<file path="config.mk">
export PLATFORM = sky130hd
export DESIGN_NAME = sgpf_delay
export DESIGN_NICKNAME = d
export VERILOG_FILES = /design/src/sv/assert_macros.svh /design/src/sv/sgpf_delay.sv
export SDC_FILE = /design/constraint.sdc
export NUM_CORES = 1
export LEC_CHECK = 0
export ABC_AREA = 1
export BUFFER_PORTS_ARGS = -buffer_cell sky130_fd_sc_hd__buf_2
export CAP_MARGIN = 40
export CORE_AREA = 2 2 39 41
export DETAILED_ROUTE_END_ITERATION = 12
export DIE_AREA = 0 0 41 43
export GPL_TIMING_DRIVEN = 1
export PLACE_DENSITY = 0.67
export SETUP_SLACK_MARGIN = 0.1
export SLEW_MARGIN = 20
export SYNTH_ARGS = -nofsm -noshare
export SYNTH_HDL_FRONTEND = slang
export SYNTH_SLANG_ARGS = --single-unit
</file>
<file path="constraint.sdc">
create_clock -name i_clk -period 1.3 [get_ports i_clk]
set_input_delay 0.065 -clock i_clk [delete_from_list [all_inputs] [get_ports i_clk]]
set_output_delay 0.065 -clock i_clk [all_outputs]
set_load 0.02 [all_outputs]
</file>
<file path="src/sv/assert_macros.svh">
// Assertion macros used by the core RTL file of the gravity force block.
// No dependencies; take in with an include of the bare file name.
`ifndef ASSERT_MACROS_SVH
`define ASSERT_MACROS_SVH

// Clocked assertion, switched off while reset is low
`define SGPF_ASSERT(name, clk, rst_n, prop, msg) \
    name: assert property (@(posedge clk) disable iff (!rst_n) prop) \
        else $error(msg);

// Clocked assertion that also holds during reset
`define SGPF_ASSERT_ALWAYS(name, clk, prop, msg) \
    name: assert property (@(posedge clk) prop) else $error(msg);

`endif

</file>
<file path="src/sv/sgpf_delay.sv">
// Enable-gated shift line that carries data alongside a pipeline.
// Depends on nothing; width and depth come from parameters.
module sgpf_delay #(
    parameter int W     = 8,
    parameter int DEPTH = 2
) (
    input  logic         i_clk,
    input  logic         i_en,
    input  logic [W-1:0] i_d,
    output logic [W-1:0] o_q
);

    logic [W-1:0] r_line [DEPTH];

    // Advance the line on each enabled cycle
    always_ff @(posedge i_clk) begin
        if (i_en) begin
            r_line[0] <= i_d;
            for (int k = 1; k < DEPTH; k++) begin
                r_line[k] <= r_line[k-1];
            end
        end
    end

    assign o_q = r_line[DEPTH-1];

endmodule

</file>
Word level (Yosys, flattened, before mapping)
Memory sizes are Yosys's and may differ from the RTL's. Cells that the tools add are included.

Latch bits: 0. Word-level logic and storage cells: 3. Output and inout port bits: 8. Bits in writable memories: 16. Register bits: 0. Memories kept: 1. Memory bits (read-only): 0. Input bits: 10.

Memory list: r_line (words 2, width 8, read ports 2, clocked after memory_dff 0, wr ports 2, RTL line sgpf_delay.sv:13) `logic [W-1:0] r_line [DEPTH];`.

Shift operators: 0. Add/sub/neg operators: 0. Div/mod/pow operators: 0. Bitwise operators: 0. Reductions and logical operators: 0. Muxes and demuxes: 2. $mul: 0. $lt $le $gt $ge: 0. Equality and inequality tests: 0.

Operators by type and width (number): 2-to-1 mux 1 bit (2).

Logic depth before layout (Yosys ltp)
Word-level depth: 2. Gate-level depth with buffers: 1. Gate-level depth less buffers: 0.

Worst setup path after synthesis
No wires, ideal clock.

Path type: register to register. Start point: mem r_line[0][2]. End point: mem r_line[1][2], in the netlist r_line[0][10] (data pin). Data arrival time: 0.323 ns. Clock period less this slack: 0.589 ns. Setup time: 0.266 ns. Path buffers: 0. Cell stages (with the launch flop): 1. Required time: 1.034 ns. Path slack: 0.711 ns. Path through: edfxtp_1.

RTL lines (RTL line): start, declared (sgpf_delay.sv:13).

==> impl_metrics.tcl <==
set metrics [dict create \
    p_comb_frac 0.082 \
    finalSetupViolCount 0 \
    final_net_count 56 \
    vias_per_cell 3.88 \
    netlist_instances 24 \
    async_reset_ff_frac 0 \
    ant_nets 0 \
    syn_area_sq_um 541 \
    critical_path.slowest_cell "edfxtp_1" \
    clock_skew_ps 0.477 \
    path_max_fanout 1 \
    wl_per_cell_um 9.65 \
    largest_register_ff_count 16 \
    register_area_sq_um 480 \
    syn2layout_area_growth_pct 27.3 \
    holdWs_ps 218 \
    cts_tree "yes" \
    synth_top_cell_by_area "edfxtp_1" \
    ys_ff_latch 16 \
    place_area_sq_um 586 \
    path_cells "buf_2" \
    design.core.area_sq_mm 0.00138 \
    rr_worst_depth 0 \
    regMostFlops "r_line" \
    max_freq_mhz 1160 \
    track_usage 0.0833 \
    worstHoldStart "i_en" \
    peakVddDrop_uv 712 \
    holdBufCountCts 8 \
    fin_cells 60 \
    top_layer "met3" \
    worstPathRequired_ps 1240 \
    clkTransAtPathRegs_ps 80 \
    synthFlopType "edfxtp_1" \
    cts_setup_buffers 0 \
    insertion_delay_ps 270 \
    port_buffers 17 \
    final_util 0.497 \
    dp_slack_ps 593 \
    syn_nets 34 \
    gp_congestion 0.589 \
    leakage_nw 0.271 \
    grt_pass1_vias 244 \
    largest_registers "r_line x16" \
    finalCritPeriodShare 0.664 \
    critPathLaunchType "flop" \
    drv_slew 0 \
    h-tree-depth 1 \
    antenna_found_initial 0 \
    die_y_um 43 \
    multi_input_gates 0 \
    drt-initial-drc-count 0 \
    die_w_um 41 \
    rrSetupSlack_ps 670 \
    grt_start_max_net_pins 17 \
    cp.arrival_ps 800 \
    cp_top_family "flip-flops" \
    cts_resized 0 \
    dieArea_sq_mm 0.00176 \
    finalCriticalPeriod_ps 863 \
    worst_slack_ps 437 \
    p_switching_uw 173 \
    cp-end-kind "primary output" \
    status "completed" \
    wl_met3_um 72 \
    wl_um 579 \
    hold_violations 0 \
    ys_seq_area_frac 0.889 \
    power_uw 926 \
    hold_end "r_line[0][13]" \
    io_pins 18 \
    fp-row-count 14 \
    cts_num_sinks 16 \
    ys.warnings.count 0 \
    swShare 0.187 \
    final_area_sq_um 688 \
    grt_pass1_wl_um 917 \
    min_delay_path_depth 1 \
    tightest_slew_ps 341 \
    reg2reg_from "r_line[0][0]" \
    drv_cap 0 \
    fillers 119 \
    synthDistinctLibCells 2 \
    synth.top_cell.area_share 0.889 \
    avgSynthCellArea_sq_um 22.5 \
    cts_buffer_depth 2 \
    setup_tns_ps 0 \
    start_util 0.391 \
    synth-edff-count 16 \
    pwr-share-seq 0.668 \
    slew_headroom 0.773 \
    p_int_uw 753 \
    wl_met2_um 266 \
    remaining_drc_errors 0 \
    cp_num_buf_inv 1 \
    drive_above_1_share 0.455 \
    drt_first_pass_iters 1 \
    rsz0062_at_grt "no" \
    powerDensity_mw_per_mm2 1350 \
    grt_overflow 0 \
    ys_top_cells_by_area "edfxtp_1 (89%), buf_4 (11%)" \
    hp-class "in2reg" \
    wl_met1_um 240 \
    yosysMostFrequentCell "edfxtp_1" \
    reg2reg_to "r_line[0][8]" \
    cpPeakStageDelay_ps 370 \
    yosys-top-cells-count "edfxtp_1 (16), buf_4 (8)" \
    diodes 0 \
    crit_type "reg2out" \
    multi_input_area_sq_um 0 \
    power.share.clock 0.250 \
    clockRootBuffer "clkbuf_4" \
    vias 233 \
    placed_cells 49 \
    cts_buffers 3 \
]
final cells by class:
type                    instances  area share
clock buffers                   3      0.0327
flip-flops and latches         16       0.698
well taps                      16      0.0291
repair buffers                 25       0.240
per-layer routing:
layer,track usage,vias up
li1,-,122
met1,0.105,98
met2,0.113,13
met3,0.0157,0
met4,0.0800,0
met5,0,-
power by group through the flow:
stage	logic, mW	clock network (mW)	registers [mW]
after detailed placement	0.0585	0	0.630
final	0.0759	0.232	0.618
after global placement	0.0569	0	0.628
after floorplan	0.0445	0	0.629
after global routing	0.0824	0.271	0.622
after CTS	0.0766	0.243	0.619
worst max-delay path by stage:
stage / startpoint / cells after the start / endpoint
2_1_floorplan: r_line[0][2] / 0 / r_line[0][10]
3_3_place_gp: i_en / 1 / r_line[0][6]
3_5_place_dp: i_en / 1 / r_line[0][1]
4_1_cts: r_line[0][10] / 1 / o_q[2]
5_1_grt: r_line[0][9] / 1 / o_q[1]
6_report: r_line[0][10] / 1 / o_q[2]
layout by cell type, fill, tap and decap left out, drive strengths merged:
master / n
dlygate4sd3: 8
edfxtp: 16
buf: 17
clkbuf: 3
cells by family (layout without fill, tap and decap cells):
group,after synthesis,after routing,synth area share
buf+inv,8,28,0.111
flops,16,16,0.889
(Power assumes the default switching activity.)
